<file path="src/design/wsc_pkg.sv">
`timescale 1ns / 1ps
// ----------------------------------------------------------------------------
// wsc_pkg
// Types, widths and class thresholds shared by the classifier files.
// ----------------------------------------------------------------------------
package wsc_pkg;

  localparam int ENTROPY_W = 9;
  localparam int MISS_W    = 32;
  localparam int CLASS_W   = 3;
  localparam int MEAN_W    = 29;

  // entropy saturation point, 1.0 in Q8
  localparam logic [ENTROPY_W-1:0] ENTROPY_ONE = 9'd256;

  // depth of the queue between front and back
  localparam int QUEUE_DEPTH = 2;

  // class thresholds
  localparam logic [ENTROPY_W-1:0] E_SOURCE     = 9'd230;
  localparam logic [ENTROPY_W-1:0] E_SPIRAL     = 9'd179;
  localparam logic [ENTROPY_W-1:0] E_LEMNISCATE = 9'd128;
  localparam logic [ENTROPY_W-1:0] E_STRANGE    = 9'd77;
  localparam logic [ENTROPY_W-1:0] E_LIMIT      = 9'd26;
  localparam logic [MISS_W-1:0]    M_SOURCE     = 32'd800;
  localparam logic [MISS_W-1:0]    M_SPIRAL     = 32'd500;
  localparam logic [MISS_W-1:0]    V_LEMNISCATE = 32'd5000;
  localparam logic [MISS_W-1:0]    V_LIMIT      = 32'd1000;

  typedef enum logic [CLASS_W-1:0] {
    CLS_SOURCE,
    CLS_SPIRAL,
    CLS_LEMNISCATE,
    CLS_STRANGE,
    CLS_LIMIT,
    CLS_TOROID
  } wsc_class_t;

  typedef struct packed {
    logic [ENTROPY_W-1:0] entropy;
    logic [MISS_W-1:0]    miss;
  } wsc_item_t;

  typedef enum logic [3:0] {
    ST_IDLE,
    ST_UPDATE,
    ST_EDIV,
    ST_MDIV,
    ST_EFIX,
    ST_MFIX,
    ST_SQUARE,
    ST_SQLAST,
    ST_VDIV,
    ST_VQUOT,
    ST_VFIX,
    ST_DONE
  } wsc_state_t;

  // fixed-priority classification, first match wins
  function automatic wsc_class_t pick_class(input logic [ENTROPY_W-1:0] e_mean,
                                            input logic [MISS_W-1:0]    m_mean,
                                            input logic [MISS_W-1:0]    m_var);
    wsc_class_t cls;
    if (e_mean > E_SOURCE && m_mean > M_SOURCE) begin
      cls = CLS_SOURCE;
    end else if (e_mean > E_SPIRAL && m_mean > M_SPIRAL) begin
      cls = CLS_SPIRAL;
    end else if (e_mean > E_LEMNISCATE && m_var < V_LEMNISCATE) begin
      cls = CLS_LEMNISCATE;
    end else if (e_mean > E_STRANGE) begin
      cls = CLS_STRANGE;
    end else if (e_mean > E_LIMIT && m_var < V_LIMIT) begin
      cls = CLS_LIMIT;
    end else begin
      cls = CLS_TOROID;
    end
    return cls;
  endfunction

endpackage

</file>
<file path="src/design/wsc_in_if.sv">
`timescale 1ns / 1ps
// ----------------------------------------------------------------------------
// wsc_in_if
// Sample channel: entropy and miss score with valid/ready.
// ----------------------------------------------------------------------------
interface wsc_in_if import wsc_pkg::*; ();
  logic                 valid;
  logic                 ready;
  logic [ENTROPY_W-1:0] entropy_q8;
  logic [MISS_W-1:0]    miss_sample;

  modport source (output valid, output entropy_q8, output miss_sample, input ready);
  modport sink   (input valid, input entropy_q8, input miss_sample, output ready);
endinterface

</file>
<file path="src/design/wsc_out_if.sv">
`timescale 1ns / 1ps
// ----------------------------------------------------------------------------
// wsc_out_if
// Result channel: class and window statistics with valid/ready.
// ----------------------------------------------------------------------------
interface wsc_out_if import wsc_pkg::*; ();
  logic                 valid;
  logic                 ready;
  logic [CLASS_W-1:0]   class_code;
  logic [ENTROPY_W-1:0] entropy_mean;
  logic [MEAN_W-1:0]    miss_mean;
  logic [MEAN_W-1:0]    miss_variance;

  modport source (output valid, output class_code, output entropy_mean,
                  output miss_mean, output miss_variance, input ready);
  modport sink   (input valid, input class_code, input entropy_mean,
                  input miss_mean, input miss_variance, output ready);
endinterface

</file>
<file path="src/design/windowed_stats_classifier_core.sv">
`timescale 1ns / 1ps
// ----------------------------------------------------------------------------
// windowed_stats_classifier_core
// Sliding-window entropy and miss-score statistics with six-way classifier.
// ----------------------------------------------------------------------------
// Each sample transfer yields exactly one result transfer, in order. The
// statistics engine steps its single shared 32x32 multiplier, which forms the
// entropy and miss means by reciprocal multiply and then squares the window
// deviations one entry per cycle. A two-entry queue lets samples arrive while
// the engine is busy, and the result register lets the engine finish the next
// item while a result waits. The window starts out all zero after reset.
module windowed_stats_classifier_core import wsc_pkg::*; #(
  parameter int WINDOW_DEPTH = 8
) (
  input  logic      clk,
  input  logic      rst,
  wsc_in_if.sink    samples,
  wsc_out_if.source results
);

  logic      push_valid;
  logic      push_ready;
  wsc_item_t push_item;
  logic      pop_valid;
  logic      pop_ready;
  wsc_item_t pop_item;

  // input stage
  wsc_front u_front (
    .samples    (samples),
    .push_valid (push_valid),
    .push_ready (push_ready),
    .push_item  (push_item)
  );

  // decoupling queue
  wsc_queue u_queue (
    .clk        (clk),
    .rst        (rst),
    .push_valid (push_valid),
    .push_ready (push_ready),
    .push_item  (push_item),
    .pop_valid  (pop_valid),
    .pop_ready  (pop_ready),
    .pop_item   (pop_item)
  );

  // statistics engine
  wsc_back #(
    .WINDOW_DEPTH (WINDOW_DEPTH)
  ) u_back (
    .clk       (clk),
    .rst       (rst),
    .pop_valid (pop_valid),
    .pop_ready (pop_ready),
    .pop_item  (pop_item),
    .results   (results)
  );

endmodule

</file>
<file path="src/design/wsc_front.sv">
`timescale 1ns / 1ps
// ----------------------------------------------------------------------------
// wsc_front
// Input stage: takes sample transfers, saturates entropy at 1.0 and pushes
// the item into the queue.
// ----------------------------------------------------------------------------
module wsc_front import wsc_pkg::*; (
  wsc_in_if.sink     samples,
  output logic       push_valid,
  input  logic       push_ready,
  output wsc_item_t  push_item
);

  // handshake passes straight to the queue
  assign push_valid    = samples.valid;
  assign samples.ready = push_ready;

  // entropy above one saturates
  always_comb begin
    push_item.miss    = samples.miss_sample;
    push_item.entropy = (samples.entropy_q8 > ENTROPY_ONE) ? ENTROPY_ONE
                                                           : samples.entropy_q8;
  end

endmodule

</file>
<file path="src/design/wsc_queue.sv">
`timescale 1ns / 1ps
// ----------------------------------------------------------------------------
// wsc_queue
// Small FIFO between the front and the back so each side stalls on its own.
// ----------------------------------------------------------------------------
module wsc_queue import wsc_pkg::*; (
  input  logic      clk,
  input  logic      rst,
  input  logic      push_valid,
  output logic      push_ready,
  input  wsc_item_t push_item,
  output logic      pop_valid,
  input  logic      pop_ready,
  output wsc_item_t pop_item
);

  localparam int PTR_W = (QUEUE_DEPTH > 1) ? $clog2(QUEUE_DEPTH) : 1;
  localparam int CNT_W = $clog2(QUEUE_DEPTH + 1);
  localparam logic [PTR_W-1:0] LAST_PTR = PTR_W'(QUEUE_DEPTH - 1);
  localparam logic [CNT_W-1:0] FULL_CNT = CNT_W'(QUEUE_DEPTH);

  wsc_item_t         slots [QUEUE_DEPTH];
  logic [PTR_W-1:0]  wr_ptr;
  logic [PTR_W-1:0]  rd_ptr;
  logic [CNT_W-1:0]  count;
  logic              do_push;
  logic              do_pop;

  assign push_ready = (count != FULL_CNT);
  assign pop_valid  = (count != '0);
  assign pop_item   = slots[rd_ptr];
  assign do_push    = push_valid && push_ready;
  assign do_pop     = pop_valid && pop_ready;

  // storage
  always_ff @(posedge clk) begin
    if (do_push) begin
      slots[wr_ptr] <= push_item;
    end
  end

  // pointers and fill count
  always_ff @(posedge clk) begin
    if (rst) begin
      wr_ptr <= '0;
      rd_ptr <= '0;
      count  <= '0;
    end else begin
      if (do_push) begin
        wr_ptr <= (wr_ptr == LAST_PTR) ? '0 : wr_ptr + 1'b1;
      end
      if (do_pop) begin
        rd_ptr <= (rd_ptr == LAST_PTR) ? '0 : rd_ptr + 1'b1;
      end
      if (do_push && !do_pop) begin
        count <= count + 1'b1;
      end else if (do_pop && !do_push) begin
        count <= count - 1'b1;
      end
    end
  end

endmodule

</file>
<file path="src/design/wsc_back.sv">
`timescale 1ns / 1ps
// ----------------------------------------------------------------------------
// wsc_back
// Statistics engine: keeps the sample window, running sums, and steps one
// shared 32x32 multiplier through means, squared deviations and variance.
// ----------------------------------------------------------------------------
module wsc_back import wsc_pkg::*; #(
  parameter int WINDOW_DEPTH = 8
) (
  input  logic       clk,
  input  logic       rst,
  input  logic       pop_valid,
  output logic       pop_ready,
  input  wsc_item_t  pop_item,
  wsc_out_if.source  results
);

  localparam int IDX_W  = $clog2(WINDOW_DEPTH);
  localparam int ESUM_W = $clog2(WINDOW_DEPTH * 256 + 1);
  localparam logic [MISS_W-1:0] RECIP   = 32'((64'd1 << 32) / WINDOW_DEPTH);
  localparam logic [MISS_W-1:0] DEPTH_C = 32'(WINDOW_DEPTH);
  localparam logic [IDX_W-1:0]  LAST_IDX = IDX_W'(WINDOW_DEPTH - 1);

  // window storage, unwritten entries read as zero
  logic [ENTROPY_W-1:0]    e_mem [WINDOW_DEPTH];
  logic [MISS_W-1:0]       m_mem [WINDOW_DEPTH];
  logic [WINDOW_DEPTH-1:0] filled;
  logic [ENTROPY_W-1:0]    rd_e;
  logic [MISS_W-1:0]       rd_m;
  logic                    rd_ok;
  logic [IDX_W-1:0]        rd_addr;
  logic                    wr_en;

  wsc_state_t state;
  wsc_state_t state_next;

  logic [IDX_W-1:0]     slot;
  logic [IDX_W-1:0]     k;
  wsc_item_t            cur;
  logic [ESUM_W-1:0]    e_sum;
  logic [MISS_W-1:0]    m_sum;
  logic [MISS_W-1:0]    var_sum;
  logic [MISS_W-1:0]    e_qest;
  logic [MISS_W-1:0]    m_qest;
  logic [MISS_W-1:0]    v_qest;
  logic [ENTROPY_W-1:0] e_mean;
  logic [MISS_W-1:0]    m_mean;
  logic [MISS_W-1:0]    m_var;
  logic [2*MISS_W-1:0]  prod;
  logic [MISS_W-1:0]    mul_a;
  logic [MISS_W-1:0]    mul_b;

  logic [ENTROPY_W-1:0] old_e;
  logic [MISS_W-1:0]    old_m;
  logic [MISS_W-1:0]    abs_dev;
  logic                 load_out;

  logic                 out_valid;
  wsc_class_t           out_class;
  logic [ENTROPY_W-1:0] out_e_mean;
  logic [MEAN_W-1:0]    out_m_mean;
  logic [MEAN_W-1:0]    out_m_var;

  // quotient estimate from the reciprocal is low by at most one
  function automatic logic [MISS_W-1:0] fix_quot(input logic [MISS_W-1:0] x,
                                                 input logic [MISS_W-1:0] q);
    logic [MISS_W-1:0] r;
    r = x - q * DEPTH_C;
    return (r >= DEPTH_C) ? q + 1'b1 : q;
  endfunction

  assign old_e   = rd_ok ? rd_e : '0;
  assign old_m   = rd_ok ? rd_m : '0;
  assign abs_dev = (old_m > m_mean) ? old_m - m_mean : m_mean - old_m;

  // next state
  always_comb begin
    state_next = state;
    case (state)
      ST_IDLE:   if (pop_valid) state_next = ST_UPDATE;
      ST_UPDATE: state_next = ST_EDIV;
      ST_EDIV:   state_next = ST_MDIV;
      ST_MDIV:   state_next = ST_EFIX;
      ST_EFIX:   state_next = ST_MFIX;
      ST_MFIX:   state_next = ST_SQUARE;
      ST_SQUARE: if (k == LAST_IDX) state_next = ST_SQLAST;
      ST_SQLAST: state_next = ST_VDIV;
      ST_VDIV:   state_next = ST_VQUOT;
      ST_VQUOT:  state_next = ST_VFIX;
      ST_VFIX:   state_next = ST_DONE;
      ST_DONE:   if (!out_valid || results.ready) state_next = ST_IDLE;
      default:   state_next = ST_IDLE;
    endcase
  end

  // control outputs: queue pop, window port, multiplier operands, result load
  always_comb begin
    pop_ready = 1'b0;
    wr_en     = 1'b0;
    rd_addr   = slot;
    mul_a     = '0;
    mul_b     = '0;
    load_out  = 1'b0;
    case (state)
      ST_IDLE:   pop_ready = 1'b1;
      ST_UPDATE: wr_en = 1'b1;
      ST_EDIV: begin
        mul_a = MISS_W'(e_sum);
        mul_b = RECIP;
      end
      ST_MDIV: begin
        mul_a = m_sum;
        mul_b = RECIP;
      end
      ST_MFIX:   rd_addr = '0;
      ST_SQUARE: begin
        rd_addr = k + 1'b1;
        mul_a   = abs_dev;
        mul_b   = abs_dev;
      end
      ST_VDIV: begin
        mul_a = var_sum;
        mul_b = RECIP;
      end
      ST_DONE:   load_out = !out_valid || results.ready;
      default:   ;
    endcase
  end

  // window memory, registered read
  always_ff @(posedge clk) begin
    if (wr_en) begin
      e_mem[slot] <= cur.entropy;
      m_mem[slot] <= cur.miss;
    end
    rd_e <= e_mem[rd_addr];
    rd_m <= m_mem[rd_addr];
  end

  // shared multiplier, one product per cycle
  always_ff @(posedge clk) begin
    prod <= mul_a * mul_b;
  end

  // sequencer and running sums
  always_ff @(posedge clk) begin
    if (rst) begin
      state  <= ST_IDLE;
      slot   <= '0;
      k      <= '0;
      filled <= '0;
      rd_ok  <= 1'b0;
      e_sum  <= '0;
      m_sum  <= '0;
    end else begin
      state <= state_next;
      rd_ok <= filled[rd_addr];
      case (state)
        ST_UPDATE: begin
          e_sum        <= ESUM_W'(e_sum + ESUM_W'(cur.entropy) - ESUM_W'(old_e));
          m_sum        <= m_sum + cur.miss - old_m;
          filled[slot] <= 1'b1;
          slot         <= (slot == LAST_IDX) ? '0 : slot + 1'b1;
        end
        ST_MFIX:   k <= '0;
        ST_SQUARE: k <= k + 1'b1;
        default:   ;
      endcase
    end
  end

  // statistics datapath
  always_ff @(posedge clk) begin
    case (state)
      ST_IDLE:   if (pop_valid) cur <= pop_item;
      ST_MDIV:   e_qest <= prod[2*MISS_W-1:MISS_W];
      ST_EFIX: begin
        m_qest <= prod[2*MISS_W-1:MISS_W];
        e_mean <= ENTROPY_W'(fix_quot(MISS_W'(e_sum), e_qest));
      end
      ST_MFIX: begin
        m_mean  <= fix_quot(m_sum, m_qest);
        var_sum <= '0;
      end
      ST_SQUARE: if (k != '0) var_sum <= var_sum + prod[MISS_W-1:0];
      ST_SQLAST: var_sum <= var_sum + prod[MISS_W-1:0];
      ST_VQUOT:  v_qest <= prod[2*MISS_W-1:MISS_W];
      ST_VFIX:   m_var <= fix_quot(var_sum, v_qest);
      default:   ;
    endcase
  end

  // result register, holds until transferred
  always_ff @(posedge clk) begin
    if (rst) begin
      out_valid <= 1'b0;
    end else if (load_out) begin
      out_valid <= 1'b1;
    end else if (results.ready) begin
      out_valid <= 1'b0;
    end
  end

  always_ff @(posedge clk) begin
    if (load_out) begin
      out_class  <= pick_class(e_mean, m_mean, m_var);
      out_e_mean <= e_mean;
      out_m_mean <= m_mean[MEAN_W-1:0];
      out_m_var  <= m_var[MEAN_W-1:0];
    end
  end

  assign results.valid         = out_valid;
  assign results.class_code    = out_class;
  assign results.entropy_mean  = out_e_mean;
  assign results.miss_mean     = out_m_mean;
  assign results.miss_variance = out_m_var;

endmodule

</file>
<file path="src/flat_wrapper.sv">
// flat-port wrapper written by rule: the top's interface ports become plain ports
module windowed_stats_classifier_core_flat import wsc_pkg::*;
#(
  parameter int WINDOW_DEPTH = 8
)
  (clk, rst, samples_valid, samples_entropy_q8, samples_miss_sample, samples_ready, results_valid, results_class_code, results_entropy_mean, results_miss_mean, results_miss_variance, results_ready);
  wsc_in_if samples_i ();
  wsc_out_if results_i ();
  input  logic clk;
  input  logic rst;
  input wire logic [$bits(samples_i.valid)-1:0] samples_valid;
  input wire logic [$bits(samples_i.entropy_q8)-1:0] samples_entropy_q8;
  input wire logic [$bits(samples_i.miss_sample)-1:0] samples_miss_sample;
  output wire logic [$bits(samples_i.ready)-1:0] samples_ready;
  output wire logic [$bits(results_i.valid)-1:0] results_valid;
  output wire logic [$bits(results_i.class_code)-1:0] results_class_code;
  output wire logic [$bits(results_i.entropy_mean)-1:0] results_entropy_mean;
  output wire logic [$bits(results_i.miss_mean)-1:0] results_miss_mean;
  output wire logic [$bits(results_i.miss_variance)-1:0] results_miss_variance;
  input wire logic [$bits(results_i.ready)-1:0] results_ready;
  assign samples_i.valid = samples_valid;
  assign samples_i.entropy_q8 = samples_entropy_q8;
  assign samples_i.miss_sample = samples_miss_sample;
  assign samples_ready = samples_i.ready;
  assign results_valid = results_i.valid;
  assign results_class_code = results_i.class_code;
  assign results_entropy_mean = results_i.entropy_mean;
  assign results_miss_mean = results_i.miss_mean;
  assign results_miss_variance = results_i.miss_variance;
  assign results_i.ready = results_ready;
  windowed_stats_classifier_core #(.WINDOW_DEPTH(WINDOW_DEPTH)) u_core (.clk(clk), .rst(rst), .samples(samples_i), .results(results_i));
endmodule
</file>
<file path="config.mk">
export PLATFORM = sky130hd
export DESIGN_NAME = windowed_stats_classifier_core_flat
export DESIGN_NICKNAME = d
export VERILOG_FILES = /design/src/design/wsc_pkg.sv /design/src/design/wsc_in_if.sv /design/src/design/wsc_out_if.sv /design/src/design/windowed_stats_classifier_core.sv /design/src/design/wsc_front.sv /design/src/design/wsc_queue.sv /design/src/design/wsc_back.sv /design/src/flat_wrapper.sv
export SDC_FILE = /design/constraint.sdc
export NUM_CORES = 2
export LEC_CHECK = 0
export BUFFER_PORTS_ARGS = -buffer_cell sky130_fd_sc_hd__buf_2
export CORE_MARGIN = 4
export CORE_UTILIZATION = 50
export DETAILED_ROUTE_END_ITERATION = 10
export PLACE_DENSITY = 0.66
export SYNTH_ARGS = -nofsm -noshare
export SYNTH_HDL_FRONTEND = slang
export SYNTH_SLANG_ARGS = --single-unit
</file>
<file path="constraint.sdc">
create_clock -name clk -period 28.5 [get_ports clk]
set_input_delay 1.425 -clock clk [delete_from_list [all_inputs] [get_ports clk]]
set_output_delay 1.425 -clock clk [all_outputs]
set_load 0.005 [all_outputs]
</file>
==> flow_metrics.py <==
metrics = {
    "outcome": {
        "status": "finished clean",
    },
    "setup_path": {
        "cp.arrival_ps": 14680,
        "critPathBufInv": 10,
        "cp_max_fo": 41,
        "critPathTopFamily": "adder cells",
        "setup.worst_path.end_class": "flip-flop",
        "crit_top_cell": "fa_1",
        "critical-path-slowest-cell": "a221o_1",
        "critPathMaxStageDelay_ps": 600,
        "path_class": "flip-flop to flip-flop",
        "cp_data_required_time_ps": 29140,
        "start_kind": "flip-flop",
    },
    "pwr": {
        "p_per_area_nw_per_um2": 55.61,
        "peakVddDrop_v": 0.00006332,
        "p_leak_nw": 37.61,
    },
    "drt": {
        "wl_per_cell_um": 25.91,
        "drcViolationCount": 0,
        "ant_nets": 0,
        "drtIter0Drc": 6705,
        "top_layer_used": "met5",
        "wl_met2_um": 113500,
        "viasPerCell": 5.885,
        "vias": 59980,
        "wl_met1_um": 107700,
        "firstDrtPassIters": 6,
        "met3_length_um": 29340,
        "wl_um": 264100,
    },
    "global_routing": {
        "grt_pass1_wl_um": 392700,
        "grt_use_total": 0.3254,
        "grt_pass1_vias": 60190,
        "grt_max_degree": 77,
        "grt-ovfl-total": 0,
        "antenna_found_initial": 6,
    },
    "min_path": {
        "hold_class": "flip-flop to flip-flop",
    },
    "timing": {
        "final.setup.tns_ps": 0,
        "slew_headroom": 0.1736,
        "fin_crit_sh": 0.4929,
        "timing.fmax_mhz": 71.19,
        "rsz0062_at_grt": "false",
        "setup_violations": 0,
        "finClkSkew_ps": 80.47,
        "worst_pin_slew_ps": 1237,
        "finalMaxSlewViolations": 0,
        "finalCriticalPeriod_ps": 14050,
        "hold_violations": 0,
        "whs_ps": 424.7,
    },
    "logic_synthesis": {
        "synth_top_area_share": 0.2760,
        "synth_most_common_cell": "inv_1",
        "synth-edff-count": 719,
        "synth_area_per_cell_um2": 9.694,
        "synthCells": 8069,
        "synthesis.area_um2": 78220,
        "synth.distinct_cells": 100,
        "synth_ff_type": "edfxtp_1",
        "yosys_warnings": 0,
        "netlist_top_cells_count": "inv_1, nand2_1, fa_1",
        "synth_area_leader_cell": "edfxtp_1",
        "seq_area_frac_synth": 0.3203,
        "ys_async_sr_fraction": 0,
        "ys_ff_latch": 892,
        "synthTopCellsByArea": "edfxtp_1, fa_1, ha_1",
        "synth_nets": 9531,
    },
    "clocking": {
        "cts_tree": "done",
        "postCtsHoldBufs": 0,
        "clock_sinks": 892,
        "cts_buffer_depth": 3,
        "cts_max_level": 3,
        "ctsResizeCount": 0,
        "postCtsSetupRepairBufs": 0,
        "clkLatencyLatePin_ps": 740,
        "numCtsBuffers": 95,
        "root_buffer": "clkbuf_16",
        "clk_pin_slew_ps": 60,
    },
    "floorplan": {
        "initial_core_util": 0.5054,
        "die_x_um": 403.5,
        "die_area_um2": 162800,
        "core-area_um2": 154800,
        "die-height_um": 403.5,
        "row_count": 144,
        "io_pins": 117,
    },
    "final_layout": {
        "nets": 9521,
        "layout-drive-gt1-share": 0.07026,
        "syn2layout_area_growth_pct": 7.802,
        "postLayoutCellArea_um2": 84330,
    },
    "job": {
        "max-cap-violations": 0,
    },
    "place": {
        "placed_area_um2": 81120,
        "hpwl_um": 200900,
        "gp_congestion": 1.056,
        "port_buffers": 116,
    },
}
-- worst register-to-register path: cells and delay by family (launching register included) --
| kind | cells | cell delay (ps) |
|---|---|---|
| buffers and inverters | 10 | 1950 |
| muxes | 1 | 360 |
| AOI/OAI and AO/OA | 13 | 4410 |
| xor gates and xnor gates | 1 | 170 |
| adders and majority gates | 10 | 5000 |
| DFF | 1 | 300 |
| and+or+nand+nor | 8 | 1770 |
-- sequential cells by signal, indices dropped and copies added (netlist names), 8 cells and up --
register,flops
u_core.u_back.m_mem,256
u_core.u_queue.slots,82
u_core.u_back.var_sum,32
u_core.u_back.results.miss_variance,29
u_core.u_back.m_qest,32
u_core.u_back.prod,64
u_core.u_back.e_qest,29
u_core.u_back.rd_e,9
u_core.u_back.e_sum,12
u_core.u_back.rd_m,32
u_core.u_back.m_mean,32
u_core.u_back.m_sum,32
u_core.u_back.v_qest,32
u_core.u_back.m_var,32
u_core.u_back.e_mean,9
u_core.u_back.cur,41
u_core.u_back.results.entropy_mean,9
u_core.u_back.results.miss_mean,29
u_core.u_back.filled,8
u_core.u_back.e_mem,72
-- cell usage in the layout (no fill, tap or decap), drive strengths merged, types with 65 or more instances in the layout --
cell type / count
clkbuf: 128
xor2: 65
nand4: 65
edfxtp: 719
buf: 255
ha: 475
inv: 1396
nor2: 681
dfxtp: 173
fa: 942
o21ai: 239
xnor2: 149
nor3: 104
and2: 73
nand2: 1107
a21oi: 313
a21o: 143
nand3: 310
-- cells by family (layout without fill, tap and decap cells) --
kind of cell | Yosys count | count (layout) | synth area share
AOI/OAI and AO/OA | 1091 | 1091 | 0.09183
muxes | 77 | 77 | 0.01091
xor gates and xnor gates | 214 | 214 | 0.02396
DFF | 892 | 892 | 0.3203
buffers and inverters | 1757 | 1829 | 0.08689
and+or+nand+nor | 2621 | 2621 | 0.1491
adders and majority gates | 1417 | 1417 | 0.3171
other | 0 | 6 | 0
-- power breakdown --
| group | total (mW) | internal (mW) | switching, mW |
|---|---|---|---|
| sequential | 1.78 | 1.63 | 0.153 |
| clock | 1.26 | 0.719 | 0.543 |
| combinational | 1.65 | 0.597 | 1.05 |
-- final cells by class --
type                       instances  area [um^2]
timing repair buffer             255         1624
multi-input combinational       5420        46640
fill                           13730        70440
inverter                        1395         5236
sequential                       892        25060
antenna                            6        15.01
clock inverter                    51        571.8
clock buffer                     128         2625
tap                             2044         2557
-- path summary, 6_finish.rpt --
| check | slack [ps] | cells past startpoint | endpoint | from |
|---|---|---|---|---|
| max | 14450 | 43 | u_core.u_back.prod[62] | u_core.u_back.rd_ok |
| min | 420 | 0 | u_core.u_back.results.miss_variance[2] | u_core.u_back.m_var[2] |
| min reg2reg | 420 | 0 | u_core.u_back.results.miss_variance[2] | u_core.u_back.m_var[2] |
| max reg2reg | 14450 | 43 | u_core.u_back.prod[62] | u_core.u_back.rd_ok |
-- stage by stage --
stage            util  power (mW)  worst slack [ps]  std cells
3_5_place_dp   0.5241       3.418             14750      10010
5_1_grt        0.5448       4.949             14050      10190
4_1_cts        0.5448       4.685             14670      10190
6_report       0.5449       4.689             14450      10190
2_1_floorplan       -       2.900             17840       8069
3_3_place_gp   0.5241       3.389             14930      10010
-- per-layer routing --
metal  vias up  track usage
met3       646      0.09158
li1      26250            -
met1     29930       0.4455
met4         8       0.1374
met5         -            0
met2      3147       0.4878
No activity file was read; power rests on OpenSTA's default activity.
